### config.mk
export PLATFORM = sky130hd
export DESIGN_NAME = ubx_nav_pvt_frame_parser_core
export DESIGN_NICKNAME = d
export VERILOG_FILES = /design/src/rtl/core/unpvt_pkg.sv /design/src/rtl/core/unpvt_parser.sv /design/src/rtl/core/unpvt_out_fifo.sv /design/src/rtl/core/ubx_nav_pvt_frame_parser_core.sv
export SDC_FILE = /design/constraint.sdc
export NUM_CORES = 1
export LEC_CHECK = 0
export BUFFER_PORTS_ARGS = -buffer_cell sky130_fd_sc_hd__buf_2
export CORE_MARGIN = 1
export CORE_UTILIZATION = 45
export DETAILED_ROUTE_END_ITERATION = 10
export SLEW_MARGIN = 20
export SYNTH_ARGS = -nofsm -noshare
export SYNTH_HDL_FRONTEND = slang
export SYNTH_SLANG_ARGS = --single-unit
### constraint.sdc
create_clock -name clock -period 36.2 [get_ports clock]
set_input_delay 10.86 -clock clock [delete_from_list [all_inputs] [get_ports clock]]
set_output_delay 10.86 -clock clock [all_outputs]
set_load 0.03 [all_outputs]
### src/rtl/core/unpvt_pkg.sv
// ----------------------------------------------------------------------------
// unpvt_pkg
// types and constants shared by the nav-pvt frame parser modules
// ----------------------------------------------------------------------------
package unpvt_pkg;

   localparam logic [7:0]  SYNC_FIRST     = 8'hB5;
   localparam logic [7:0]  SYNC_SECOND    = 8'h62;
   localparam logic [7:0]  CLASS_NAV      = 8'h01;
   localparam logic [7:0]  ID_PVT         = 8'h07;

   localparam logic [7:0]  MIN_FIX_RESET  = 8'd3;
   localparam logic [15:0] MAX_LEN_RESET  = 16'd256;
   localparam logic [13:0] FRAME_WRAP     = 14'd10000;

   localparam logic [15:0] FIX_POS        = 16'd20;
   localparam logic [15:0] SATS_POS       = 16'd23;

   localparam int          NUM_WIDE       = 8;
   // start offsets of lon, lat, height, hacc, vel n/e/d, speed acc
   localparam logic [15:0] WIDE_START [NUM_WIDE] = '{
      16'd24, 16'd28, 16'd32, 16'd40, 16'd48, 16'd52, 16'd56, 16'd68
   };

   localparam int          CSR_ADDR_W     = 3;
   localparam logic [0:0]  REG_MIN_FIX    = 1'b0;
   localparam logic [0:0]  REG_MAX_LEN    = 1'b1;

   localparam int          RSP_DATA_W     = 280;

   typedef enum logic [8:0] {
      PH_IDLE    = 9'b000000001,
      PH_SYNC2   = 9'b000000010,
      PH_CLASS   = 9'b000000100,
      PH_ID      = 9'b000001000,
      PH_LEN1    = 9'b000010000,
      PH_LEN2    = 9'b000100000,
      PH_PAYLOAD = 9'b001000000,
      PH_CKA     = 9'b010000000,
      PH_CKB     = 9'b100000000
   } phase_type;

   typedef struct packed {
      logic [13:0]        frame_count;
      logic [31:0]        speed_acc;
      logic signed [31:0] vel_down;
      logic signed [31:0] vel_east;
      logic signed [31:0] vel_north;
      logic [31:0]        horiz_acc_mm;
      logic signed [31:0] height_mm;
      logic signed [31:0] latitude;
      logic signed [31:0] longitude;
      logic [7:0]         sat_count;
      logic               fix_ok;
   } result_type;

   typedef struct packed {
      logic       valid;
      result_type data;
   } result_word_type;

endpackage

### src/rtl/core/unpvt_parser.sv
// ----------------------------------------------------------------------------
// unpvt_parser
// byte-wide frame state machine, fletcher sums and field capture
// ----------------------------------------------------------------------------
module unpvt_parser (
   input  logic                      clock,
   input  logic                      reset,
   input  logic                      step,
   input  logic [7:0]                rx_byte,
   input  logic [7:0]                min_fix_type,
   input  logic [15:0]               max_payload_len,
   output unpvt_pkg::result_word_type result
);
   import unpvt_pkg::*;

   phase_type   phase_ff, phase_in;
   logic [7:0]  class_ff, class_in;
   logic [15:0] pos_ff, pos_in;
   logic [15:0] len_ff, len_in;
   logic [7:0]  sum_a_ff, sum_a_in;
   logic [7:0]  sum_b_ff, sum_b_in;
   logic [7:0]  asm_ff [4];
   logic [7:0]  asm_in [4];
   logic [7:0]  fix_ff, fix_in;
   logic [7:0]  sats_ff, sats_in;
   logic [31:0] wide_ff [NUM_WIDE];
   logic [31:0] wide_in [NUM_WIDE];
   logic [13:0] frames_ff, frames_in;

   logic [7:0]  sum_a_add;
   logic [7:0]  sum_b_add;
   logic [15:0] full_len;
   logic [15:0] pos_inc;
   logic [13:0] frames_inc;

   assign sum_a_add  = sum_a_ff + rx_byte;
   assign sum_b_add  = sum_b_ff + sum_a_add;
   assign full_len   = {rx_byte, len_ff[7:0]};
   assign pos_inc    = pos_ff + 16'd1;
   assign frames_inc = (frames_ff == FRAME_WRAP) ? 14'd0 : frames_ff + 14'd1;

   always_comb begin
      phase_in  = phase_ff;
      class_in  = class_ff;
      pos_in    = pos_ff;
      len_in    = len_ff;
      sum_a_in  = sum_a_ff;
      sum_b_in  = sum_b_ff;
      asm_in    = asm_ff;
      fix_in    = fix_ff;
      sats_in   = sats_ff;
      wide_in   = wide_ff;
      frames_in = frames_ff;
      result.valid = 1'b0;

      unique case (phase_ff)
         PH_IDLE: begin
            if (rx_byte == SYNC_FIRST) phase_in = PH_SYNC2;
         end
         PH_SYNC2: begin
            if (rx_byte == SYNC_SECOND) begin
               phase_in = PH_CLASS;
               sum_a_in = 8'd0;
               sum_b_in = 8'd0;
            end else if (rx_byte != SYNC_FIRST) begin
               phase_in = PH_IDLE;
            end
         end
         PH_CLASS: begin
            sum_a_in = sum_a_add;
            sum_b_in = sum_b_add;
            class_in = rx_byte;
            phase_in = PH_ID;
         end
         PH_ID: begin
            sum_a_in = sum_a_add;
            sum_b_in = sum_b_add;
            phase_in = (class_ff == CLASS_NAV && rx_byte == ID_PVT) ? PH_LEN1 : PH_IDLE;
         end
         PH_LEN1: begin
            sum_a_in = sum_a_add;
            sum_b_in = sum_b_add;
            len_in   = {8'd0, rx_byte};
            phase_in = PH_LEN2;
         end
         PH_LEN2: begin
            sum_a_in = sum_a_add;
            sum_b_in = sum_b_add;
            len_in   = full_len;
            pos_in   = 16'd0;
            priority if (full_len == 16'd0)            phase_in = PH_CKA;
            else if (full_len <= max_payload_len)      phase_in = PH_PAYLOAD;
            else                                       phase_in = PH_IDLE;
         end
         PH_PAYLOAD: begin
            sum_a_in = sum_a_add;
            sum_b_in = sum_b_add;
            if (pos_ff == FIX_POS)  fix_in  = rx_byte;
            if (pos_ff == SATS_POS) sats_in = rx_byte;
            // every wide field starts on a four-byte boundary
            for (int k = 0; k < NUM_WIDE; k++) begin
               if (pos_ff[15:2] == WIDE_START[k][15:2]) begin
                  asm_in[pos_ff[1:0]] = rx_byte;
                  if (pos_ff[1:0] == 2'd3)
                     wide_in[k] = {rx_byte, asm_ff[2], asm_ff[1], asm_ff[0]};
               end
            end
            pos_in = pos_inc;
            if (pos_inc >= len_ff) phase_in = PH_CKA;
         end
         PH_CKA: begin
            phase_in = (rx_byte == sum_a_ff) ? PH_CKB : PH_IDLE;
         end
         PH_CKB: begin
            if (rx_byte == sum_b_ff) begin
               frames_in    = frames_inc;
               result.valid = 1'b1;
            end
            phase_in = PH_IDLE;
         end
         default: phase_in = PH_IDLE;
      endcase

      if (!step) result.valid = 1'b0;

      result.data.fix_ok       = (fix_ff >= min_fix_type);
      result.data.sat_count    = sats_ff;
      result.data.longitude    = wide_ff[0];
      result.data.latitude     = wide_ff[1];
      result.data.height_mm    = wide_ff[2];
      result.data.horiz_acc_mm = wide_ff[3];
      result.data.vel_north    = wide_ff[4];
      result.data.vel_east     = wide_ff[5];
      result.data.vel_down     = wide_ff[6];
      result.data.speed_acc    = wide_ff[7];
      result.data.frame_count  = frames_inc;
   end

   always_ff @(posedge clock) begin
      if (reset) begin
         phase_ff  <= PH_IDLE;
         class_ff  <= 8'd0;
         pos_ff    <= 16'd0;
         len_ff    <= 16'd0;
         sum_a_ff  <= 8'd0;
         sum_b_ff  <= 8'd0;
         asm_ff    <= '{default: 8'd0};
         fix_ff    <= 8'd0;
         sats_ff   <= 8'd0;
         wide_ff   <= '{default: 32'd0};
         frames_ff <= 14'd0;
      end else if (step) begin
         phase_ff  <= phase_in;
         class_ff  <= class_in;
         pos_ff    <= pos_in;
         len_ff    <= len_in;
         sum_a_ff  <= sum_a_in;
         sum_b_ff  <= sum_b_in;
         asm_ff    <= asm_in;
         fix_ff    <= fix_in;
         sats_ff   <= sats_in;
         wide_ff   <= wide_in;
         frames_ff <= frames_in;
      end
   end

endmodule

### src/rtl/core/unpvt_out_fifo.sv
// ----------------------------------------------------------------------------
// unpvt_out_fifo
// two-entry result buffer in front of the rsp stream
// ----------------------------------------------------------------------------
module unpvt_out_fifo (
   input  logic                   clock,
   input  logic                   reset,
   input  logic                   push,
   input  unpvt_pkg::result_type  push_data,
   output logic                   can_push,
   output logic                   out_valid,
   input  logic                   out_ready,
   output unpvt_pkg::result_type  out_data
);
   import unpvt_pkg::*;

   result_type slot_ff [2];
   logic       wr_ptr_ff;
   logic       rd_ptr_ff;
   logic [1:0] count_ff;
   logic       pop;

   assign out_valid = (count_ff != 2'd0);
   assign pop       = out_valid && out_ready;
   assign can_push  = (count_ff != 2'd2) || pop;
   assign out_data  = slot_ff[rd_ptr_ff];

   always_ff @(posedge clock) begin
      if (push) slot_ff[wr_ptr_ff] <= push_data;
   end

   always_ff @(posedge clock) begin
      if (reset) begin
         wr_ptr_ff <= 1'b0;
         rd_ptr_ff <= 1'b0;
         count_ff  <= 2'd0;
      end else begin
         if (push) wr_ptr_ff <= !wr_ptr_ff;
         if (pop)  rd_ptr_ff <= !rd_ptr_ff;
         unique case ({push, pop})
            2'b10:   count_ff <= count_ff + 2'd1;
            2'b01:   count_ff <= count_ff - 2'd1;
            default: count_ff <= count_ff;
         endcase
      end
   end

endmodule

### src/rtl/core/ubx_nav_pvt_frame_parser_core.sv
// ----------------------------------------------------------------------------
// ubx_nav_pvt_frame_parser_core
// nav-pvt frame parser with byte stream in, decoded fix record out
// ----------------------------------------------------------------------------
// Takes one received byte per req word and can accept a byte on every clock
// while req_tready is high. A byte lands in an input register; the frame
// state machine consumes it once the result buffer can take a record, and
// when the second checksum byte matches, a record is written to a two-entry
// result buffer whose registered count drives rsp_tvalid. Bytes keep flowing
// while a record waits on rsp_tready; only once both buffer entries are full
// and the held byte still owes a step does req_tready drop. Registers:
// 0x0 min_fix_type (reset 3), 0x4 max_payload_len (reset 256); write them
// only while the stream is idle.
module ubx_nav_pvt_frame_parser_core (
   input  logic                                  clock,
   input  logic                                  reset,
   input  logic                                  req_tvalid,
   output logic                                  req_tready,
   input  logic [7:0]                            req_tdata,   // [7:0] rx_byte
   output logic                                  rsp_tvalid,
   input  logic                                  rsp_tready,
   // [0] fix_ok, [8:1] sat_count, [40:9] longitude, [72:41] latitude,
   // [104:73] height_mm, [136:105] horiz_acc_mm, [168:137] vel_north,
   // [200:169] vel_east, [232:201] vel_down, [264:233] speed_acc,
   // [278:265] frame_count, [279] zero
   output logic [unpvt_pkg::RSP_DATA_W-1:0]      rsp_tdata,
   input  logic                                  csr_psel,
   input  logic                                  csr_penable,
   input  logic                                  csr_pwrite,
   input  logic [unpvt_pkg::CSR_ADDR_W-1:0]      csr_paddr,
   input  logic [31:0]                           csr_pwdata,
   output logic [31:0]                           csr_prdata,
   output logic                                  csr_pready
);
   import unpvt_pkg::*;

   logic [7:0]      min_fix_ff;
   logic [15:0]     max_len_ff;
   logic            in_valid_ff;
   logic [7:0]      in_byte_ff;
   logic            step;
   logic            can_push;
   result_word_type result;
   result_type      out_data;
   logic            csr_write;

   assign csr_pready = 1'b1;
   assign csr_write  = csr_psel && csr_penable && csr_pwrite && csr_pready;

   always_comb begin
      unique case (csr_paddr[2])
         REG_MIN_FIX: csr_prdata = {24'd0, min_fix_ff};
         REG_MAX_LEN: csr_prdata = {16'd0, max_len_ff};
         default:     csr_prdata = 32'd0;
      endcase
   end

   always_ff @(posedge clock) begin
      if (reset) begin
         min_fix_ff <= MIN_FIX_RESET;
         max_len_ff <= MAX_LEN_RESET;
      end else if (csr_write) begin
         unique case (csr_paddr[2])
            REG_MIN_FIX: min_fix_ff <= csr_pwdata[7:0];
            REG_MAX_LEN: max_len_ff <= csr_pwdata[15:0];
            default:     min_fix_ff <= min_fix_ff;
         endcase
      end
   end

   // a held byte steps only once the buffer can take a possible record
   assign step       = in_valid_ff && can_push;
   assign req_tready = !in_valid_ff || step;

   always_ff @(posedge clock) begin
      if (reset) begin
         in_valid_ff <= 1'b0;
      end else if (req_tready) begin
         in_valid_ff <= req_tvalid;
      end
   end

   always_ff @(posedge clock) begin
      if (req_tready && req_tvalid) in_byte_ff <= req_tdata;
   end

   unpvt_parser u_parser (
      .clock           (clock),
      .reset           (reset),
      .step            (step),
      .rx_byte         (in_byte_ff),
      .min_fix_type    (min_fix_ff),
      .max_payload_len (max_len_ff),
      .result          (result)
   );

   unpvt_out_fifo u_out_fifo (
      .clock     (clock),
      .reset     (reset),
      .push      (result.valid),
      .push_data (result.data),
      .can_push  (can_push),
      .out_valid (rsp_tvalid),
      .out_ready (rsp_tready),
      .out_data  (out_data)
   );

   assign rsp_tdata = {1'b0, out_data};

endmodule

; Word level (Yosys, flattened, before mapping)
; Memory sizes are Yosys's and may differ from the RTL's. A register that Yosys moved wholly into a read port is not among the register bits.
; Index checks and enable logic that the tools add are counted.
[classes]
addsub = 6
order_cmp = 5
n_eq_ne = 35
mux = 49
bitwise_logic = 3
reduce_logical = 39
[ops]
columns = cell, count
row1 = $mux 32, 15
row2 = $bwmux 32, 8
row3 = $pmux 9 s8, 1
row4 = $eq 14x4->1 const B, 5
row5 = $pmux 16 s2, 2
row6 = $pmux 32 s2, 1
row7 = $mux 9, 6
row8 = $reduce_and 4->1, 9
row9 = $eq 16x5->1 const B, 2
row10 = $pmux 8 s2, 2
row11 = $eq 14x3->1 const B, 2
row12 = $add 16x1->16 const B, 1
row13 = $add 8x8->8, 2
row14 = $demux 8 s2, 1
row15 = $eq 8x8->1, 2
row16 = $ge 16x16->1, 1
row17 = $le 16x16->1, 1
row18 = $logic_not 16->1, 1
row19 = $mux 8, 2
row20 = $reduce_and 3->1, 5
row21 = $add 14x1->14 const B, 1
row22 = $eq 14x14->1 const B, 1
row23 = $eq 14x5->1 const B, 1
row24 = $mux 14, 1
row25 = 36 further kinds, 64
[totals]
ff_bits = 420
mem_bits_rw = 558
input_bits = 50
memories = 1
[mem_list]
columns = name, words, width, read_ports, rd_ports_with_merged_regs, write_ports, line_no
row1 = u_out_fifo.slot_ff, 2, 279, 1, 1, 1, unpvt_out_fifo.sv:17  ; result_type slot_ff [2];

; Longest topological paths before layout
[depth]
ltp_word = 28
depth_mapped = 16
mapped_depth_nobuf = 14

; Cells and area by module
; From an unflattened synthesis, not the netlist that was laid out.
[hier_totals]
hier_cells = 3082
area_unflattened_um2 = 38210.4
[modules_own_cells]
columns = module, n_inst, cells_per_inst, area_each_um2
row1 = unpvt_out_fifo, 1, 892, 20417.1
row2 = unpvt_parser, 1, 2039, 16163.0
row3 = ubx_nav_pvt_frame_parser_core, 1, 151, 1630.3

; Worst setup path after synthesis
; OpenSTA, ideal clock, no wires.
[synth_path]
kind = input to register
start = in rsp_tready
end = mem u_out_fifo.slot_ff[0][0] in the netlist's numbering (enable)
t_arrival_ps = 23532
slack_ps = 11742
path_stages = 6
path_cell_list = or3b_2 and2_1 nor4b_1 nand4_1 clkbuf_1 nor2_1
[synth_via]
elab_chain_cells = 6
[synth_rtl]
columns = item, line_no
row1 = start: declaration, ubx_nav_pvt_frame_parser_core.sv:21  ; input logic rsp_tready,
row2 = $logic_and 1x1->1, unpvt_out_fifo.sv:24  ; assign pop = out_valid && out_ready;
row3 = $logic_or 1x1->1, unpvt_out_fifo.sv:25  ; assign can_push = (count_ff != 2'd2) || pop;
row4 = $logic_and 1x1->1, ubx_nav_pvt_frame_parser_core.sv:72  ; assign step = in_valid_ff && can_push;
row5 = $mux 1, unpvt_parser.sv:124  ; if (!step) result.valid = 1'b0;
row6 = $mux 1, unpvt_out_fifo.sv:29  ; if (push) slot_ff[wr_ptr_ff] <= push_data;
row7 = $mux 1 (implied by the code), unpvt_out_fifo.sv:29
row8 = end: declaration, unpvt_out_fifo.sv:17
; No other way between the ends.

; Worst setup path in the final report
[layout_path]
start = in csr_paddr[2] in the netlist's numbering
end = out csr_prdata[12]
[layout_via]
elab_chain_cells = 2
[layout_rtl]
columns = item, line_no
row1 = start: declaration, ubx_nav_pvt_frame_parser_core.sv:30  ; input logic [unpvt_pkg::CSR_ADDR_W-1:0] csr_paddr,
row2 = $not 1->1 (no source line), --
row3 = $pmux 32 s2 *, ubx_nav_pvt_frame_parser_core.sv:51  ; unique case (csr_paddr[2])
row4 = end: declaration, ubx_nav_pvt_frame_parser_core.sv:32  ; output logic [31:0] csr_prdata,
; Mark *: on every way between the ends. The rest lies on a longest branch, timed or not. The select of a mux whose other input is x is not followed.

==> results.cfg <==
[route]
routed_via_density = 5.32
wl_met1_mm = 38.7
routedWlPerCell_um = 21.1
dr_wl_met3_mm = 4.98
first_pass_iters = 5
drc = 0
vias = 23755
drt-total-wl_mm = 94.1
wl_met2_mm = 47.1
highest_layer = met4
drt_iter0_markers = 1581
ant_nets = 0

[die]
initial_core_util = 0.457
dieArea_um2 = 84800
dieWidth_um = 291
core_um2 = 82400
dieHeight_um = 291
ios = 365
row_count = 105

[synthesis]
ys_ff_latch = 971
synth_most_common_cell = edfxtp_1
yosys-top-cells-count = edfxtp_1, nand2_1, dfxtp_1
synthAdderAreaFrac = 0.0213
synth_top_family_by_area = multiplexers
synth_compound_area_frac = 0.0563
yosys.area_share.simple = 0.103
netlist_instances = 3035
synthMuxAreaShare = 0.110
ys_warn_count = 0
yosys-top-cells-area = edfxtp_1, dfxtp_1, mux2_2, nand2_1, a21oi_1
synth_enable_flop_cells = 566
synth_cell_types = 62
syn_area_um2 = 37600
synth_area_per_cell_um2 = 12.4
yosysSeqAreaShare = 0.667
synthFlopType = edfxtp_1
synth_top_area_share = 0.452
yosysTopAreaCell = edfxtp_1
synthXorXnorAreaFrac = 0.0130
synthArstFlopShare = 0

[grt]
grt_max_degree = 165
grt_pass1_wl_mm = 140
overflow = 0
antenna_found_initial = 1
grt_pass1_vias = 23096
grt_usage = 0.217

[clocking]
cts_tree = done
clock-root-buffer = clkbuf_16
cts_hold_buf = 0
clock_sinks = 971
h-tree-depth = 3
cts_setup_buffers = 0
numCtsBuffers = 101
clk_pin_slew_ns = 0.06
max-clock-path-buffers = 3
post_cts_resize_count = 0
clock_latency_ns = 0.65

[sta]
worst_pin_slew_ns = 1.13
fin_setup_tns_ns = 0
slew_viol_final = 0
final-hold-violation-count = 0
setup_viol = 0
max_freq_ghz = 0.0439
min_period_ns = 22.80
relSlewSlack = 0.245
period_share = 0.630
post-route-worst-setup-slack_ns = 13.40
rsz0062_at_grt = false
skew_ns = 0.0346
holdWs_ns = 0.447

[pwr]
report.power.total_mw = 2.26
leakage_nw = 17.7
power_switching_uw = 457
p_seq_frac = 0.513
power_switching_share = 0.202
powerDensity_nw_per_um2 = 51.7
power_frac_comb = 0.016
vdd_drop_max_mv = 0.0344
clockPowerShare = 0.471
internal_power_mw = 1.80

[worst_setup_path]
cp-end-kind = primary output
crit_chain = buf_2, clkinv_1, nor2_1, buf_2
critPathSlowestCell = clkinv_1
path_max_fanout = 18
critPathBufInv = 3
critPathMaxStageDelay_ns = 0.34
critPathMostFrequentCell = buf_2
cp.arrival_ns = 11.94
start_kind = input port
crit_required_ns = 25.34
critPathKind = input port to primary output
crit_family = buffers and inverters

[final_layout]
drive_above_1_share = 0.246
fill_cells = 6946
utilization = 0.529
final_cells = 4466
finish.instance_area_um2 = 43600
nNetsFinal = 3421
syn_to_final_growth_pct = 15.9

[min_path]
worstHoldPathType = flop to flop

[place]
pre_cts_slack_ns = 13.44
io_buffers = 328
placed_area_um2 = 40100
dpl.hpwl_mm = 56.3
dp.cells = 4275
gp_congestion = 0.806

[run_status]
status = complete, no violations

[job]
cap_violations = 0
[placed cells by master (no fill, tap or decap), types with 5 or more instances in the layout]
cell / n
ha_1: 61
a22oi_1: 25
buf_2: 327
clkinvlp_4: 8
xnor2_1: 30
bufinv_16: 10
nand2_1: 528
mux2i_1: 97
a211o_1: 6
or3_1: 10
nand3_1: 27
nand2b_1: 11
edfxtp_1: 566
clkbuf_8: 16
clkbuf_1: 28
nor3b_1: 5
and3_1: 14
nor2_2: 7
dfxtp_1: 404
clkbuf_16: 104
xor2_1: 26
conb_1: 18
nor2b_1: 11
nand4_1: 18
inv_1: 59
o21a_1: 5
o21ai_0: 34
mux2_2: 280
a21oi_1: 289
a21o_1: 8
nor4_1: 10
buf_4: 35
nor2_1: 201
clkinv_2: 16
nor3_1: 23
[state kept, by name, summed over array words and instances (netlist names), 9 cells and up, named ones only]
| name | cells |
|---|---|
| u_parser.result | 256 |
| u_parser.frames_ff | 14 |
| u_out_fifo.slot_ff | 558 |
| u_parser.pos_ff | 16 |
| u_parser.len_ff | 16 |
| u_parser.phase_ff | 9 |
| max_len_ff | 16 |
| u_parser.asm_ff | 24 |
[power by group through the flow]
stage | sequential (mW) | clock, mW | combinational [mW]
final | 1.16 | 1.06 | 0.0367
after global routing | 1.16 | 1.12 | 0.0393
after CTS | 1.16 | 1.08 | 0.0366
after detailed placement | 1.18 | 0 | 0.0365
after global placement | 1.18 | 0 | 0.0357
after floorplan | 1.18 | 0 | 0.0238
[path summary, 6_finish.rpt]
kind | start | endpoint | slack, ns | cells past startpoint
worst max-delay path | csr_paddr[2] | csr_prdata[12] | 13.40 | 4
worst min-delay path | u_parser.result[197]$_SDFFE_PP0P_ | u_out_fifo.slot_ff[1][197]$_DFFE_PP_ | 0.45 | 0
worst max register to register | in_byte_ff[0]$_DFFE_PP_ | u_out_fifo.slot_ff[1][149]$_DFFE_PP_ | 31.36 | 8
worst min register to register | u_parser.result[197]$_SDFFE_PP0P_ | u_out_fifo.slot_ff[1][197]$_DFFE_PP_ | 0.45 | 0
[logic make-up (layout without fill, tap and decap cells)]
kind of cell / after synthesis / in the layout
AO/OA/AOI/OAI: 388 / 388
XOR/XNOR: 56 / 56
adder cells (fa/ha/maj): 63 / 63
buffers and inverters: 271 / 615
flip-flops: 971 / 971
multiplexers: 377 / 377
other: 2 / 19
AND/OR/NAND/NOR: 907 / 907
[layout make-up]
cell class                      count  area (um^2)  area share
Clock buffer                      148         2930      0.0671
Sequential cell                   971        25100       0.576
Timing Repair Buffer              365         1950      0.0448
Clock inverter                     42          528      0.0121
Antenna cell                        1         2.50   0.0000574
Multi-Input combinational cell   1809        11500       0.264
Tap cell                         1070         1340      0.0307
Inverter                           60          225     0.00516
[worst reg2reg max path, delay by kind of cell (launching register included)]
kind                      cells  cell delay [ns]
xor gates and xnor gates      1             0.21
buffers and inverters         3             1.62
and+or+nand+nor               4             1.99
DFF                           1             0.32
[routing by layer]
metal	GRT usage	up-vias
met1	0.277	11712
met2	0.373	675
met5	0	-
met4	0.0839	0
li1	-	11202
met3	0.0325	166
Note: power is estimated with default switching activity, not from simulation.
